## src/design/sbf_pkg.sv

```systemverilog
// ----------------------------------------------------------------------------
// sbf_pkg
// Shared constants, payload types and the divide-by-three helper for the
// separable 3x3 box filter.
// ----------------------------------------------------------------------------
package sbf_pkg;

    localparam int MAX_WIDTH    = 2048;
    localparam int ADDR_W       = $clog2(MAX_WIDTH);
    localparam int ROW_W        = 16;
    localparam int CFG_WIDTH_W  = 12;
    localparam int CFG_DATA_W   = 16;
    localparam int CFG_IDX_W    = 1;
    localparam int CH_W         = 8;
    localparam int SUM_W        = 10;
    localparam int STORE_W      = 6 * CH_W;

    // n/3 == (n*683) >> 11 for every n up to 3*255
    localparam int DIV3_MUL     = 683;
    localparam int DIV3_SHIFT   = 11;
    localparam int DIV3_PROD_W  = 20;

    localparam int FIFO_DEPTH   = 16;
    localparam int FIFO_PTR_W   = $clog2(FIFO_DEPTH);
    localparam int FIFO_CNT_W   = FIFO_PTR_W + 1;
    localparam int MAX_RESULTS  = 4;
    localparam int RES_CNT_W    = 3;

    localparam logic [CFG_IDX_W-1:0] REG_FRAME_WIDTH  = 1'd0;
    localparam logic [CFG_IDX_W-1:0] REG_FRAME_HEIGHT = 1'd1;

    typedef struct packed {
        logic [CH_W-1:0] pixel_red;
        logic [CH_W-1:0] pixel_green;
        logic [CH_W-1:0] pixel_blue;
    } t_pixel;

    typedef struct packed {
        logic [CH_W-1:0] out_red;
        logic [CH_W-1:0] out_green;
        logic [CH_W-1:0] out_blue;
        logic            end_of_frame;
        logic            last_of_run;
    } t_result;

    // index 2 is red, 0 is blue
    typedef logic [2:0][CH_W-1:0]  t_rgb;
    typedef logic [2:0][SUM_W-1:0] t_sum3;

    typedef struct packed {
        logic              en;
        logic [ADDR_W-1:0] addr;
    } t_rd_req;

    // one horizontal mean on its way to the line stores
    typedef struct packed {
        logic              valid;
        logic [ADDR_W-1:0] x;
        t_rgb              h;
        logic              row0;
        logic              row1;
        logic              last_row;
        logic              eof;
        logic              last_item;
    } t_event;

    typedef struct packed {
        logic    v0;
        t_result w0;
        logic    v1;
        t_result w1;
    } t_push;

    function automatic logic [CH_W-1:0] div3(input logic [SUM_W-1:0] n);
        logic [DIV3_PROD_W-1:0] prod;
        prod = DIV3_PROD_W'(n) * DIV3_PROD_W'(DIV3_MUL);
        return prod[DIV3_SHIFT +: CH_W];
    endfunction

endpackage

```

## src/design/sbf_out_fifo.sv

```systemverilog
// ----------------------------------------------------------------------------
// sbf_out_fifo
// Result queue: takes up to two words a cycle, hands out one.
// ----------------------------------------------------------------------------
module sbf_out_fifo (
    input  logic             i_clk,
    input  logic             i_rst_n,
    input  sbf_pkg::t_push   i_push,
    input  logic             i_stall,
    output logic             o_valid,
    output sbf_pkg::t_result o_result,
    output logic             o_pop
);

    sbf_pkg::t_result                r_mem [sbf_pkg::FIFO_DEPTH];
    logic [sbf_pkg::FIFO_PTR_W-1:0]  r_wp;
    logic [sbf_pkg::FIFO_PTR_W-1:0]  r_rp;
    logic [sbf_pkg::FIFO_CNT_W-1:0]  r_cnt;
    logic [sbf_pkg::FIFO_PTR_W-1:0]  wp1;
    logic [1:0]                      n_push;

    assign o_valid  = (r_cnt != '0);
    assign o_pop    = o_valid && !i_stall;
    assign o_result = r_mem[r_rp];
    assign wp1      = r_wp + sbf_pkg::FIFO_PTR_W'(1);
    assign n_push   = 2'(i_push.v0) + 2'(i_push.v1);

    always_ff @(posedge i_clk) begin
        if (!i_rst_n) begin
            r_wp  <= '0;
            r_rp  <= '0;
            r_cnt <= '0;
        end else begin
            r_wp  <= r_wp + sbf_pkg::FIFO_PTR_W'(n_push);
            r_rp  <= r_rp + sbf_pkg::FIFO_PTR_W'(o_pop);
            r_cnt <= r_cnt + sbf_pkg::FIFO_CNT_W'(n_push) - sbf_pkg::FIFO_CNT_W'(o_pop);
        end
        if (i_push.v0) begin
            r_mem[r_wp] <= i_push.w0;
        end
        if (i_push.v1) begin
            r_mem[wp1] <= i_push.w1;
        end
    end

endmodule

```

## config.mk

```make
export PLATFORM = sky130hd
export DESIGN_NAME = sbf_out_fifo
export DESIGN_NICKNAME = d
export VERILOG_FILES = /design/src/design/sbf_pkg.sv /design/src/design/sbf_out_fifo.sv
export SDC_FILE = /design/constraint.sdc
export NUM_CORES = 1
export LEC_CHECK = 0
export BUFFER_PORTS_ARGS = -buffer_cell sky130_fd_sc_hd__buf_2
export CORE_ASPECT_RATIO = 1.1
export CORE_UTILIZATION = 62
export DETAILED_ROUTE_END_ITERATION = 7
export PLACE_DENSITY = 0.77
export SLEW_MARGIN = 20
export SYNTH_ARGS = -nofsm -noshare
export SYNTH_HDL_FRONTEND = slang
export SYNTH_SLANG_ARGS = --single-unit
```

## constraint.sdc

```tcl
create_clock -name i_clk -period 4.24 [get_ports i_clk]
set_clock_uncertainty 0.05 [all_clocks]
set_input_delay 0.848 -clock i_clk [delete_from_list [all_inputs] [get_ports i_clk]]
set_output_delay 0.848 -clock i_clk [all_outputs]
set_load 0.01 [all_outputs]
```

==> summary.log <==
[outcome] run status finished, final reports clean
[timing] Max transition margin 27.85%
[synthesis] most instantiated flip-flop cell in the synthesis netlist sky130_fd_sc_hd__edfxtp_1
[die] die height 198.2 um
[place] HPWL Detailed 30.90 mm
[power] combinational fraction of design power 22.2%
[worst_setup_path] endpoint required time on the critical path 3.34 ns
[worst_setup_path] critical path fanouts, max 58
[timing] final total negative setup slack 0 ns
[worst_setup_path] Setup Crit Path Kind reg -> out
[clock_tree] TritonCTS clock tree done
[synthesis] library cell with the highest instance count after synthesis sky130_fd_sc_hd__edfxtp_1
[job] number of maximum-capacitance constraint violations 0
[place] PortBufs 84
[timing] total count of hold-check failures in the final report 0
[clock_tree] total CTS buffers 44
[clock_tree] Clock Latency Late Sink 0.54 ns
[clock_tree] cts-stage hold buffer count 0
[finish] ratio of cells with drive above 1 in the final layout 55.27%
[worst_setup_path] cell family with most CP delay multiplexers
[die] number of placed I/O pins 85
[clock_tree] post-CTS resize count 0
[power] P per Cell Area 469.5 mW/mm2
[die] area of the die 0.03574 mm2
[clock_tree] buffer cell driving the clock tree root sky130_fd_sc_hd__clkbuf_16
[worst_setup_path] worst-path cell with the longest stage delay sky130_fd_sc_hd__mux4_2
[synthesis] area of the mapped netlist 0.02169 mm2
[worst_setup_path] sort of element at the start of the critical path register
[worst_setup_path] slowest stage delay, CP 0.57 ns
[synthesis] number of enable-type register cells in the synthesized netlist 416
[timing] number of endpoints failing setup at the final stage 0
[clock_tree] number of buffers inserted by post-CTS setup repair 0
[routing] via count normalized by instance count 6.809
[worst_setup_path] kind of end point of the critical path output pin
[power] switching power total 2.932 mW
[finish] area grow syn2layout 10.68%
[power] cell internal power dissipation 8.341 mW
[clock_tree] clock input transition at the sequential cells of the worst setup and hold paths 0.06 ns
[synthesis] sequential element share of the synthesized area 58.78%
[synthesis] synthesized net count 1339
[die] total number of placement rows 71
[timing] final worst path period need 3.459 ns
[synthesis] list of most frequent post-synthesis cells 416 x sky130_fd_sc_hd__edfxtp_1, 414 x sky130_fd_sc_hd__mux2_2, 104 x sky130_fd_sc_hd__mux4_2, 71 x sky130_fd_sc_hd__clkbuf_1, 52 x sky130_fd_sc_hd__a22oi_1
[synthesis] total number of yosys warnings 0
[routing] total number of vias 12160
[clock_tree] sinks on the clock net 429
[finish] Finished Core Util 70.02%
[power] clock network power share 33.2%
[power] maximum ir drop on the vdd rail 0.4700 mV
[synthesis] Yosys top cell area share 57.58%
[die] chip width 180.4 um
[routing] drt total wl 54.04 mm
[global_route] vias in the first global route 12710
[die] effective utilization at floorplan 63.26%
[synthesis] fraction of synthesis flops using an asynchronous set or reset pin 0%
[routing] First-pass DRT Iterations 5
[global_route] initial antenna violation count 0
[place] placer's final routability congestion estimate 0.7762
[routing] wire per inst 30.26 um
[clock_tree] maximum root-to-sink buffer count 3
[timing] RSZ-0062 raised after global routing no
[min_path] Hold Path Class reg -> reg
[synthesis] top cell type by total area after synthesis sky130_fd_sc_hd__edfxtp_1
[routing] initial detailed-routing violation count 1443
[global_route] global-route wire length before repair 80.21 mm
[synthesis] average size of a mapped cell 17.11 um2
[clock_tree] number of H-tree levels 2
[finish] # fillers 2272
[timing] number of max-slew violations in the final report 0
[synthesis] number of distinct standard cells referenced by the synthesized netlist 43
[routing] antenna-violating nets left 0
[worst_setup_path] endpoint arrival time on the critical path 2.56 ns
[worst_setup_path] cell breakdown of the critical path buf_12, mux4_2, a22oi_1, nand2_1, buf_2
[timing] transition time at the pin with the least slew margin 1.082 ns
[synthesis] number of standard cells after synthesis 1268
[finish] nets 1389
[timing] Max Clk Rate 289.1 MHz
[power] Sequential Power Share 44.6%
[global_route] overflow left after global routing 0
[timing] share of the clock period used by the worst path after layout 81.57%
[synthesis] number of synthesized register bits 429
[routing] number of remaining DRC errors 0
[worst_setup_path] number of buffers and inverters on the critical path 2
[die] area of the placeable core 0.03429 mm2
[finish] # diodes 0
[power] proportion of total power due to net switching 26.01%
[synthesis] cell types occupying the most area after synthesis sky130_fd_sc_hd__edfxtp_1 58%, sky130_fd_sc_hd__mux2_2 21%, sky130_fd_sc_hd__mux4_2 11%
[global_route] maximum number of pins on one net before global-route repair 59
[global_route] gr usage total 31.12%
[power] static power due to leakage 7.830 nW
-- cell families (layout without fill, tap and decap cells) --
kind of cell    Yosys count  in the layout  share of synthesized area (%)
fa+ha+maj                14             14                         0.8767
flops                   429            429                          58.78
compound gates           64             64                          2.157
mux                     520            520                          32.39
buf+inv                 140            220                          3.040
xor+xnor                  5              5                         0.2019
simple gates             96             96                          2.549
-- worst register-to-register path: cells and delay by family (launching register included) --
family / cells / cell delay [ns]
and+or+nand+nor: 2 / 1.09
DFF: 1 / 0.85
AOI/OAI and AO/OA: 1 / 0.50
buffers and inverters: 1 / 0.30
-- worst paths after layout --
kind / cells after the start / start / end / slack (ns)
setup reg to reg: 4 / r_wp[2] / r_mem[8][9] / 1.13
setup / recovery: 5 / r_rp[0] / o_result[21] / 0.78
hold / removal: 2 / r_cnt[0] / r_cnt[0] / 0.55
hold reg to reg: 2 / r_cnt[0] / r_cnt[0] / 0.55
-- area by class of cell --
| cell class | instances | area, um2 | share of cell area [%] |
|---|---|---|---|
| flip-flops and latches | 429 | 12760 | 53.14 |
| multi-input cells | 699 | 8439 | 35.15 |
| clock buffers | 62 | 1190 | 4.956 |
| repair buffers | 130 | 855.8 | 3.565 |
| well taps | 438 | 548.0 | 2.283 |
| clock inverters | 14 | 163.9 | 0.6827 |
| inverters | 14 | 52.55 | 0.2189 |
-- state kept, by name, indices dropped and copies added, names as in the netlist --
register  flops
r_rp          4
r_cnt         5
r_wp          4
r_mem       416
-- cells in the final DEF, fill, tap and decap left out, types with 3 or more instances in the layout --
cell type	synthesis	routed
sky130_fd_sc_hd__edfxtp_1	416	416
sky130_fd_sc_hd__mux2_2	414	414
sky130_fd_sc_hd__mux4_2	104	104
sky130_fd_sc_hd__buf_2	32	84
sky130_fd_sc_hd__a22oi_1	52	52
sky130_fd_sc_hd__clkbuf_16	0	45
sky130_fd_sc_hd__buf_4	13	40
sky130_fd_sc_hd__nand2_1	34	34
sky130_fd_sc_hd__nor2_4	1	17
sky130_fd_sc_hd__clkbuf_1	71	17
sky130_fd_sc_hd__inv_1	12	12
sky130_fd_sc_hd__ha_1	12	12
sky130_fd_sc_hd__dfxtp_1	13	11
sky130_fd_sc_hd__and2_1	10	9
sky130_fd_sc_hd__nor2b_4	1	5
sky130_fd_sc_hd__clkinv_2	0	5
sky130_fd_sc_hd__clkinv_1	0	5
sky130_fd_sc_hd__nor2b_1	8	4
sky130_fd_sc_hd__nand2b_1	5	4
sky130_fd_sc_hd__a21oi_1	4	4
sky130_fd_sc_hd__bufinv_16	0	4
sky130_fd_sc_hd__buf_12	0	4
sky130_fd_sc_hd__nor3_4	3	3
sky130_fd_sc_hd__nor3_2	0	3
sky130_fd_sc_hd__xnor2_1	3	3
-- per-layer routing --
metal  up-vias  part of all wire [%]  GRT usage [%]
met4         0                   3.6          12.69
met3       130                   6.7          4.267
li1       5149                     -              -
met1      6362                    39          40.51
met5         -                     0              0
met2       519                    51          53.20
-- metrics by stage --
step | hold WS, ns | power (mW) | instances | area [um2] | setup slack [ns]
final | 0.5544 | 11.27 | 1786 | 24010 | 0.7814
after global routing | 0.5928 | 11.67 | 1786 | 24010 | 0.6384
after CTS | 0.5636 | 11.33 | 1784 | 23950 | 0.7532
after detailed placement | 0.5500 | 7.620 | 1708 | 22600 | 0.8744
after global placement | 0.5207 | 7.574 | 1708 | 22600 | 0.9045
after floorplan | 0.4896 | 6.887 | 1268 | 21690 | 0.6879
-- power groups by stage --
stage                     Clock (mW)  Sequential [mW]  Combinational [mW]
final                           3.74             5.02                2.51
after global routing            3.93             5.04                2.70
after global placement             0             5.10                2.47
after floorplan                    0             5.04                1.85
after detailed placement           0             5.11                2.51
after CTS                       3.78             5.02                2.52
Power figures use the tool's default switching activity.
