`src/design/sbf_pkg.sv`:
```
// ----------------------------------------------------------------------------
// sbf_pkg
// Shared constants, payload types and the divide-by-three helper for the
// separable 3x3 box filter.
// ----------------------------------------------------------------------------
package sbf_pkg;

    localparam int MAX_WIDTH    = 2048;
    localparam int ADDR_W       = $clog2(MAX_WIDTH);
    localparam int ROW_W        = 16;
    localparam int CFG_WIDTH_W  = 12;
    localparam int CFG_DATA_W   = 16;
    localparam int CFG_IDX_W    = 1;
    localparam int CH_W         = 8;
    localparam int SUM_W        = 10;
    localparam int STORE_W      = 6 * CH_W;

    // n/3 == (n*683) >> 11 for every n up to 3*255
    localparam int DIV3_MUL     = 683;
    localparam int DIV3_SHIFT   = 11;
    localparam int DIV3_PROD_W  = 20;

    localparam int FIFO_DEPTH   = 16;
    localparam int FIFO_PTR_W   = $clog2(FIFO_DEPTH);
    localparam int FIFO_CNT_W   = FIFO_PTR_W + 1;
    localparam int MAX_RESULTS  = 4;
    localparam int RES_CNT_W    = 3;

    localparam logic [CFG_IDX_W-1:0] REG_FRAME_WIDTH  = 1'd0;
    localparam logic [CFG_IDX_W-1:0] REG_FRAME_HEIGHT = 1'd1;

    typedef struct packed {
        logic [CH_W-1:0] pixel_red;
        logic [CH_W-1:0] pixel_green;
        logic [CH_W-1:0] pixel_blue;
    } t_pixel;

    typedef struct packed {
        logic [CH_W-1:0] out_red;
        logic [CH_W-1:0] out_green;
        logic [CH_W-1:0] out_blue;
        logic            end_of_frame;
        logic            last_of_run;
    } t_result;

    // index 2 is red, 0 is blue
    typedef logic [2:0][CH_W-1:0]  t_rgb;
    typedef logic [2:0][SUM_W-1:0] t_sum3;

    typedef struct packed {
        logic              en;
        logic [ADDR_W-1:0] addr;
    } t_rd_req;

    // one horizontal mean on its way to the line stores
    typedef struct packed {
        logic              valid;
        logic [ADDR_W-1:0] x;
        t_rgb              h;
        logic              row0;
        logic              row1;
        logic              last_row;
        logic              eof;
        logic              last_item;
    } t_event;

    typedef struct packed {
        logic    v0;
        t_result w0;
        logic    v1;
        t_result w1;
    } t_push;

    function automatic logic [CH_W-1:0] div3(input logic [SUM_W-1:0] n);
        logic [DIV3_PROD_W-1:0] prod;
        prod = DIV3_PROD_W'(n) * DIV3_PROD_W'(DIV3_MUL);
        return prod[DIV3_SHIFT +: CH_W];
    endfunction

endpackage

```
`src/design/sbf_front.sv`:
```
// ----------------------------------------------------------------------------
// sbf_front
// Pixel intake: raster position, horizontal 3-tap sums, and the issue stage
// that sends one horizontal mean per cycle to the line-store update.
// ----------------------------------------------------------------------------
module sbf_front (
    input  logic                          i_clk,
    input  logic                          i_rst_n,
    input  logic                          i_valid,
    input  sbf_pkg::t_pixel               i_pixel,
    input  logic [sbf_pkg::ADDR_W-1:0]    i_wm1,
    input  logic [sbf_pkg::ROW_W-1:0]     i_hm1,
    input  logic                          i_credit_ok,
    output logic                          o_stall,
    output logic                          o_accept,
    output logic [sbf_pkg::RES_CNT_W-1:0] o_res_cnt,
    output sbf_pkg::t_rd_req              o_rd_req,
    output sbf_pkg::t_event               o_event
);

    typedef struct packed {
        logic [sbf_pkg::ADDR_W-1:0] x;
        sbf_pkg::t_sum3             sum;
        logic                       row0;
        logic                       row1;
        logic                       last_row;
    } t_slot;

    logic [sbf_pkg::ADDR_W-1:0] r_col;
    logic [sbf_pkg::ROW_W-1:0]  r_row;
    sbf_pkg::t_rgb              r_prev;
    sbf_pkg::t_rgb              r_prev2;
    logic                       r_a_valid;
    logic                       r_b_valid;
    t_slot                      r_a;
    t_slot                      r_b;
    sbf_pkg::t_event            r_event;

    logic [sbf_pkg::ADDR_W-1:0] c;
    logic [sbf_pkg::ROW_W-1:0]  r;
    logic                       last_col;
    logic                       last_row;
    logic                       has_a;
    sbf_pkg::t_rgb              cur;
    t_slot                      n_a;
    t_slot                      n_b;
    logic [1:0]                 nres;
    logic [1:0]                 ev_cnt;
    t_slot                      sel;
    sbf_pkg::t_event            n_event;

    always_comb begin
        c        = (r_col < i_wm1) ? r_col : i_wm1;
        r        = (r_row < i_hm1) ? r_row : i_hm1;
        last_col = (c == i_wm1);
        last_row = (r == i_hm1);
        has_a    = (c != '0);
        cur      = sbf_pkg::t_rgb'(i_pixel);

        n_a.x        = c - sbf_pkg::ADDR_W'(1);
        n_a.row0     = (r == '0);
        n_a.row1     = (r == sbf_pkg::ROW_W'(1));
        n_a.last_row = last_row;
        n_b.x        = c;
        n_b.row0     = n_a.row0;
        n_b.row1     = n_a.row1;
        n_b.last_row = last_row;
        for (int ch = 0; ch < 3; ch++) begin
            // left neighbor clamps to the edge on column one
            n_a.sum[ch] = ((c == sbf_pkg::ADDR_W'(1)) ? sbf_pkg::SUM_W'(r_prev[ch])
                                                       : sbf_pkg::SUM_W'(r_prev2[ch]))
                        + sbf_pkg::SUM_W'(r_prev[ch]) + sbf_pkg::SUM_W'(cur[ch]);
            n_b.sum[ch] = (has_a ? sbf_pkg::SUM_W'(r_prev[ch]) : sbf_pkg::SUM_W'(cur[ch]))
                        + {sbf_pkg::SUM_W'(cur[ch]) << 1};
        end

        // results per horizontal mean, then per pixel
        if (n_a.row0) begin
            nres = last_row ? 2'd1 : 2'd0;
        end else begin
            nres = last_row ? 2'd2 : 2'd1;
        end
        ev_cnt = 2'(has_a) + 2'(last_col);
        case (nres)
            2'd1:    o_res_cnt = sbf_pkg::RES_CNT_W'(ev_cnt);
            2'd2:    o_res_cnt = sbf_pkg::RES_CNT_W'(ev_cnt) << 1;
            default: o_res_cnt = '0;
        endcase
    end

    // a pixel at the end of a row wider than one pixel leaves two updates; only one retires per cycle
    assign o_stall  = (r_a_valid && r_b_valid) || !i_credit_ok;
    assign o_accept = i_valid && !o_stall;

    // issue stage: column x-1 update goes before column x
    always_comb begin
        sel               = r_a_valid ? r_a : r_b;
        n_event.valid     = r_a_valid || r_b_valid;
        n_event.x         = sel.x;
        n_event.row0      = sel.row0;
        n_event.row1      = sel.row1;
        n_event.last_row  = sel.last_row;
        n_event.eof       = !r_a_valid;
        n_event.last_item = !(r_a_valid && r_b_valid);
        for (int ch = 0; ch < 3; ch++) begin
            n_event.h[ch] = sbf_pkg::div3(sel.sum[ch]);
        end
    end

    assign o_rd_req.en   = n_event.valid;
    assign o_rd_req.addr = n_event.x;
    assign o_event       = r_event;

    always_ff @(posedge i_clk) begin
        if (!i_rst_n) begin
            r_col     <= '0;
            r_row     <= '0;
            r_prev    <= '0;
            r_prev2   <= '0;
            r_a_valid <= 1'b0;
            r_b_valid <= 1'b0;
            r_event   <= '0;
        end else begin
            r_event <= n_event;
            if (o_accept) begin
                r_a_valid <= has_a;
                r_b_valid <= last_col;
                r_a       <= n_a;
                r_b       <= n_b;
                r_prev2   <= r_prev;
                r_prev    <= cur;
                if (last_col) begin
                    r_col <= '0;
                    r_row <= last_row ? '0 : r + sbf_pkg::ROW_W'(1);
                end else begin
                    r_col <= c + sbf_pkg::ADDR_W'(1);
                    r_row <= r;
                end
            end else if (r_a_valid) begin
                r_a_valid <= 1'b0;
            end else begin
                r_b_valid <= 1'b0;
            end
        end
    end

endmodule

```
`config.mk`:
```
export PLATFORM = sky130hd
export DESIGN_NAME = sbf_front
export DESIGN_NICKNAME = d
export VERILOG_FILES = /design/src/design/sbf_pkg.sv /design/src/design/sbf_front.sv
export SDC_FILE = /design/constraint.sdc
export NUM_CORES = 1
export LEC_CHECK = 0
export BUFFER_PORTS_ARGS = -buffer_cell sky130_fd_sc_hd__buf_2
export CORE_ASPECT_RATIO = 0.7
export CORE_MARGIN = 10
export CORE_UTILIZATION = 25
export DETAILED_ROUTE_END_ITERATION = 8
export GPL_TIMING_DRIVEN = 0
export SYNTH_ARGS = -nofsm -noshare
export SYNTH_HDL_FRONTEND = slang
export SYNTH_SLANG_ARGS = --single-unit
```
`constraint.sdc`:
```
create_clock -name i_clk -period 7.6 [get_ports i_clk]
set_clock_uncertainty 0.2 [all_clocks]
set_input_delay 1.52 -clock i_clk [delete_from_list [all_inputs] [get_ports i_clk]]
set_output_delay 1.52 -clock i_clk [all_outputs]
set_load 0.03 [all_outputs]
```
==> impl_metrics.py, run 1 <==
metrics = {
    "synthesis": {
        "synth_top_area_share": 0.186,
        "ys.flop_type": "dfxtp_1",
        "synth_most_common_cell": "inv_1",
        "ys_seq_area_frac": 0.291,
        "ys_ff_latch": 203,
        "ys_warn_count": 0,
        "syn_inst": 1724,
        "syn_nets": 2123,
        "async_reset_ff_frac": 0,
        "synth.distinct_cells": 69,
        "synth_area_per_cell_um2": 9.78,
        "synth_top_area_cell": "ha_1",
        "yosys-top-cells-count": "inv_1, ha_1, nand2_1",
        "synth_edf_count": 85,
        "synth_area_leaders": "ha_1, edfxtp_1, dfxtp_1",
        "synthesis.area_um2": 16900,
    },
    "timing": {
        "slew_headroom": 0.264,
        "period_share": 0.909,
        "timing.fmax_ghz": 0.145,
        "setup_viol": 0,
        "setup_slack_ps": 689,
        "rsz0062_at_grt": "no",
        "tightest_slew_ps": 1100,
        "finalSetupTns_ps": 0,
        "min_period_ps": 6910,
        "hold_viol_final": 0,
        "slew_viol_final": 0,
    },
    "grt": {
        "grt_max_degree": 61,
        "antenna_found_initial": 13,
        "overflow": 0,
        "grt_pass1_vias": 12300,
        "grt.total_usage": 0.113,
        "grt_pass1_wl_um": 71000,
    },
    "floorplan": {
        "rows": 79,
        "core_area_um2": 66600,
        "fp.dieH_um": 237,
        "die_x_um": 330,
        "dieArea_um2": 78400,
        "start_util": 0.253,
        "io_pins": 113,
    },
    "setup_path": {
        "path_class": "input port to output port",
        "crit_path_max_fanout": 10,
        "required_ps": 5880,
        "crit_path_end_kind": "output port",
        "arrival_ps": 5190,
        "startpoint_type": "input port",
    },
    "clock_network": {
        "ctsHoldBuffers": 0,
        "clkTransAtPathRegs_ps": 60,
        "clkLatencyLatePin_ps": 560,
        "h-tree-depth": 1,
        "clk_path_buf_depth": 3,
        "post-cts-setup-buffer-count": 0,
        "clock_sinks": 203,
        "cts_root_buf": "clkbuf_16",
        "tritoncts": "done",
        "numCtsBuffers": 26,
    },
    "cells_and_area": {
        "final_layout_size_suffix_gt1_frac": 0.135,
        "multiInputGateArea_um2": 10600,
        "area_growth_pct": 14.9,
        "regArea_um2": 4910,
        "n_fill_cell": 7051,
        "fin_nets": 2259,
    },
    "route": {
        "num_vias": 12400,
        "routed_wl_um": 44400,
        "viasPerCell": 4.46,
        "drtIter0Drc": 585,
        "ant_nets": 0,
        "wl_per_cell_um": 16.0,
        "drc_errors": 0,
        "dr.pass1.iters": 5,
    },
    "min_path": {
        "hp-class": "flop to flop",
    },
    "placed_design": {
        "post-place-ws_ps": 152,
        "dpl.hpwl_um": 35400,
        "port_buffers": 108,
        "gp_congestion": 0.871,
    },
    "power_and_ir_drop": {
        "ir_worst_vdd_mv": 0.134,
        "p_leak_uw": 0.00895,
        "power_density_nw_per_um2": 221,
    },
    "status": {
        "status": "finished clean",
    },
    "flow_run": {
        "cap_violations": 0,
    },
}
## registers in the layout, summed over array words and instances (netlist names)
| name | flops |
|---|---|
| o_event | 41 |
| r_prev | 24 |
| r_row | 16 |
| r_b | 44 |
| r_col | 11 |
| r_a_valid | 1 |
| r_a | 41 |
| r_b_valid | 1 |
| r_prev2 | 24 |
## placed cells by master, fill, tap and decap left out, types with 35 or more instances in the layout
cell type / Yosys / routed
fa_1: 93 / 93
xnor2_1: 59 / 59
a21oi_1: 126 / 126
xor2_1: 45 / 45
inv_1: 256 / 255
clkbuf_1: 34 / 37
nand2_1: 149 / 149
o21ai_0: 35 / 35
dfxtp_1: 118 / 118
nor2_1: 55 / 55
mux2_2: 51 / 51
edfxtp_1: 85 / 85
buf_2: 4 / 112
ha_1: 251 / 251
mux2i_1: 45 / 45
## what timing repair did
action	in CTS	in global routing
setup endpoints to repair	0	8
endpoints found under the hold margin	0	0
gates resized for setup	0	4
## power breakdown
group / leakage (uW) / internal [uW] / total, uW / switching, uW
registers: 0.00175 / 1240 / 1270 / 31.6
logic: 0.00679 / 752 / 1800 / 1050
clock network: 0.000407 / 667 / 1210 / 543
total: 0.00895 / 2660 / 4290 / 1630
## worst max-delay path: stages
cell and delay, ps:
clkbuf_1 300, inv_1 100, ha_1 330, a21oi_1 120, o21ai_1 100, nand4_1 100, a31o_1 170, buf_6 160
buf_6 180, buf_6 170, mux2i_1 440, ha_1 290, nand2_4 170, buf_4 280, ha_1 320, a22oi_1 80
nor2_1 120, buf_2 220
## layer usage
| layer | routed length (um) | track usage | vias to the layer above |
|---|---|---|---|
| li1 | - | - | 6185 |
| met1 | 22200 | 0.163 | 5826 |
| met2 | 18400 | 0.169 | 285 |
| met3 | 2830 | 0.0248 | 70 |
| met4 | 997 | 0.0244 | 6 |
| met5 | 29 | 0 | - |
## worst paths after layout
path                                      to  cells past startpoint  startpoint  slack, ps
worst min-delay path              o_event[3]                      1      r_b[1]        250
worst min register to register    o_event[3]                      1      r_b[1]        250
worst max-delay path            o_res_cnt[1]                     18    i_wm1[2]        690
worst max register to register   o_event[12]                     22   r_a_valid        990
## layout make-up
cell class | instances | share of cell area
clock buffers | 32 | 0.0363
repair buffers | 109 | 0.0293
clock inverters | 16 | 0.00620
inverters | 257 | 0.0499
flip-flops and latches | 203 | 0.254
multi-input cells | 1202 | 0.549
plain buffers | 61 | 0.0172
diodes | 3 | 0.000387
well taps | 891 | 0.0575
## kinds of logic after synthesis
group           Yosys count  synth area share
mux                     118            0.0788
simple gates            380             0.109
flops                   203             0.291
compound gates          256            0.0934
buf+inv                 319            0.0771
xor+xnor                104            0.0540
fa+ha+maj               344             0.297
## through the flow
| step | power (uW) | cell area [um2] | utilization | hold WS, ps | instances |
|---|---|---|---|---|---|
| after floorplan | 2660 | 16900 | - | 224 | 1724 |
| final | 4290 | 19400 | 0.291 | 247 | 2774 |
| after detailed placement | 3110 | 18500 | 0.278 | 236 | 2724 |
| after CTS | 4370 | 19400 | 0.291 | 252 | 2772 |
| after global routing | 4690 | 19400 | 0.291 | 259 | 2771 |
| after global placement | 3090 | 18500 | 0.278 | 240 | 2723 |
Power figures use the tool's default switching activity.
==> run 2, diff against run 1 <==
MAX_ROUTING_LAYER = met4   (was unset)
==> run 2 against run 1 <==
Compared with the run above:
- register-to-register slack about the same
- clock power hardly changed
- non-clock buffer count did not move
- first-iteration DRC count rose by 6.5%
- clock-buffer cell count is the same
- utilization is essentially flat
- highest routed layer is now met4
==> impl_metrics.py, run 2 (synthesis results as in run 1) <==
metrics = {
    "status": {
        "status": "finished clean",
    },
    "setup_path": {
        "path_class": "input port to output port",
        "crit_path_max_fanout": 10,
        "crit_path_end_kind": "output port",
        "required_ps": 5880,
        "rr_startpoint": "r_a_valid",
        "reg2reg_slack_ps": 990,
        "crit_chain": "clkbuf_1, inv_1, ha_1, a21oi_1, o21ai_1, nand4_1, a31o_1, buf_6, buf_6, buf_6, mux2i_1, ha_1, nand2_4, buf_4, ha_1, a22oi_1, nor2_1, buf_2",
        "rr_worst_depth": 22,
        "startpoint_type": "input port",
        "worstSetupEndpoint": "o_res_cnt[1]",
        "arrival_ps": 5190,
        "critPathMaxStageDelay_ps": 440,
        "cp_slowest_cell": "mux2i_1",
        "cp-startpoint": "i_wm1[2]",
        "r2r-end": "o_event[12]",
    },
    "route": {
        "viasPerCell": 4.46,
        "wl_per_cell_um": 16.0,
        "dr.pass1.iters": 5,
        "drtIter0Drc": 623,
        "num_vias": 12400,
        "drc_errors": 0,
        "ant_nets": 0,
        "routed_wl_um": 44500,
    },
    "grt": {
        "grt.total_usage": 0.116,
        "grt_max_degree": 61,
        "antenna_found_initial": 13,
        "grt_pass1_wl_um": 70900,
        "grt_pass1_vias": 12400,
        "overflow": 0,
    },
    "clock_network": {
        "clkTransAtPathRegs_ps": 60,
        "cts_resized": 0,
        "clk_path_buf_depth": 3,
        "h-tree-depth": 1,
        "cts_root_buf": "clkbuf_16",
        "clkLatencyLatePin_ps": 560,
        "tritoncts": "done",
        "clock_sinks": 203,
        "numCtsBuffers": 26,
        "post-cts-setup-buffer-count": 0,
        "ctsHoldBuffers": 0,
    },
    "timing": {
        "finalSetupTns_ps": 0,
        "tightest_slew_ps": 1100,
        "min_period_ps": 6910,
        "timing.fmax_ghz": 0.145,
        "hold_viol_final": 0,
        "slew_viol_final": 0,
        "slew_headroom": 0.263,
        "period_share": 0.910,
        "rsz0062_at_grt": "no",
        "setup_viol": 0,
    },
    "power_and_ir_drop": {
        "power_density_nw_per_um2": 221,
        "p_leak_uw": 0.00895,
        "ir_worst_vdd_mv": 0.134,
    },
    "cells_and_area": {
        "fin_nets": 2259,
        "fin_area_um2": 19400,
        "multiInputGateArea_um2": 10600,
        "largest_register_ffs": 44,
        "regArea_um2": 4910,
        "layout_commonest_cell": "inv_1",
        "layout_common_cells": "inv_1, ha_1, nand2_1",
        "final_layout_size_suffix_gt1_frac": 0.135,
        "largest_register": "r_b",
        "utilization": 0.291,
        "n_fill_cell": 7053,
        "area_growth_pct": 15.0,
    },
    "placed_design": {
        "dpl.hpwl_um": 35400,
        "port_buffers": 108,
        "placed_area_um2": 18500,
        "gp_congestion": 0.885,
    },
    "flow_run": {
        "cap_violations": 0,
    },
    "floorplan": {
        "rows": 79,
        "die_x_um": 330,
        "io_pins": 113,
        "dieArea_um2": 78400,
        "start_util": 0.253,
        "fp.dieH_um": 237,
        "core_area_um2": 66600,
    },
    "min_path": {
        "hp-class": "flop to flop",
        "min_from": "r_b[1]",
    },
}
run 2: cell count changes in the layout (fill, tap and decap cells not counted):
cell | previous run | this run
diode_2 | 3 | 6
run 2: worst min-delay path by stage:
| stage | endpoint | slack [ps] | depth (start not counted) |
|---|---|---|---|
| final | o_event[3] | 250 | 1 |
| after CTS | o_event[3] | 250 | 1 |
| after detailed placement | o_event[3] | 240 | 1 |
| after floorplan | o_event[0] | 220 | 1 |
| after global routing | o_event[2] | 260 | 1 |
| after global placement | o_event[2] | 240 | 1 |
run 2: metrics by stage:
stage	total power [uW]	std cells	hold WS (ps)	setup WS [ps]
after floorplan	2660	1724	224	1140
after global placement	3090	2723	240	133
after detailed placement	3110	2724	236	152
after CTS	4370	2772	252	137
after global routing	4690	2776	258	266
final	4280	2777	247	686
run 2: cell type report:
type | count | share of cell area
Timing Repair Buffer | 109 | 0.0293
Sequential cell | 203 | 0.254
Multi-Input combinational cell | 1202 | 0.549
Inverter | 257 | 0.0499
Clock buffer | 32 | 0.0363
Buffer | 61 | 0.0172
Antenna cell | 6 | 0.000775
Tap cell | 891 | 0.0575
Clock inverter | 16 | 0.00620
run 2: where the power goes:
group,leakage [uW],switching [uW],total (uW),internal (uW)
logic,0.00679,1050,1800,752
registers,0.00175,31.7,1270,1240
clock network,0.000407,540,1210,667
run 2: metal layers:
layer / share of wire / global-route usage / up-vias
li1: - / - / 6192
met5: 0 / - / -
met1: 0.50 / 0.163 / 5867
met2: 0.42 / 0.169 / 253
met3: 0.062 / 0.0251 / 62
met4: 0.022 / 0.0244 / 0
run 2: critical path: cells and delay by family:
kind	cells	cell delay, ps
AOI/OAI and AO/OA	4	470
adders and majority gates	3	950
buffers and inverters	7	1410
muxes	1	440
and+or+nand+nor	3	390
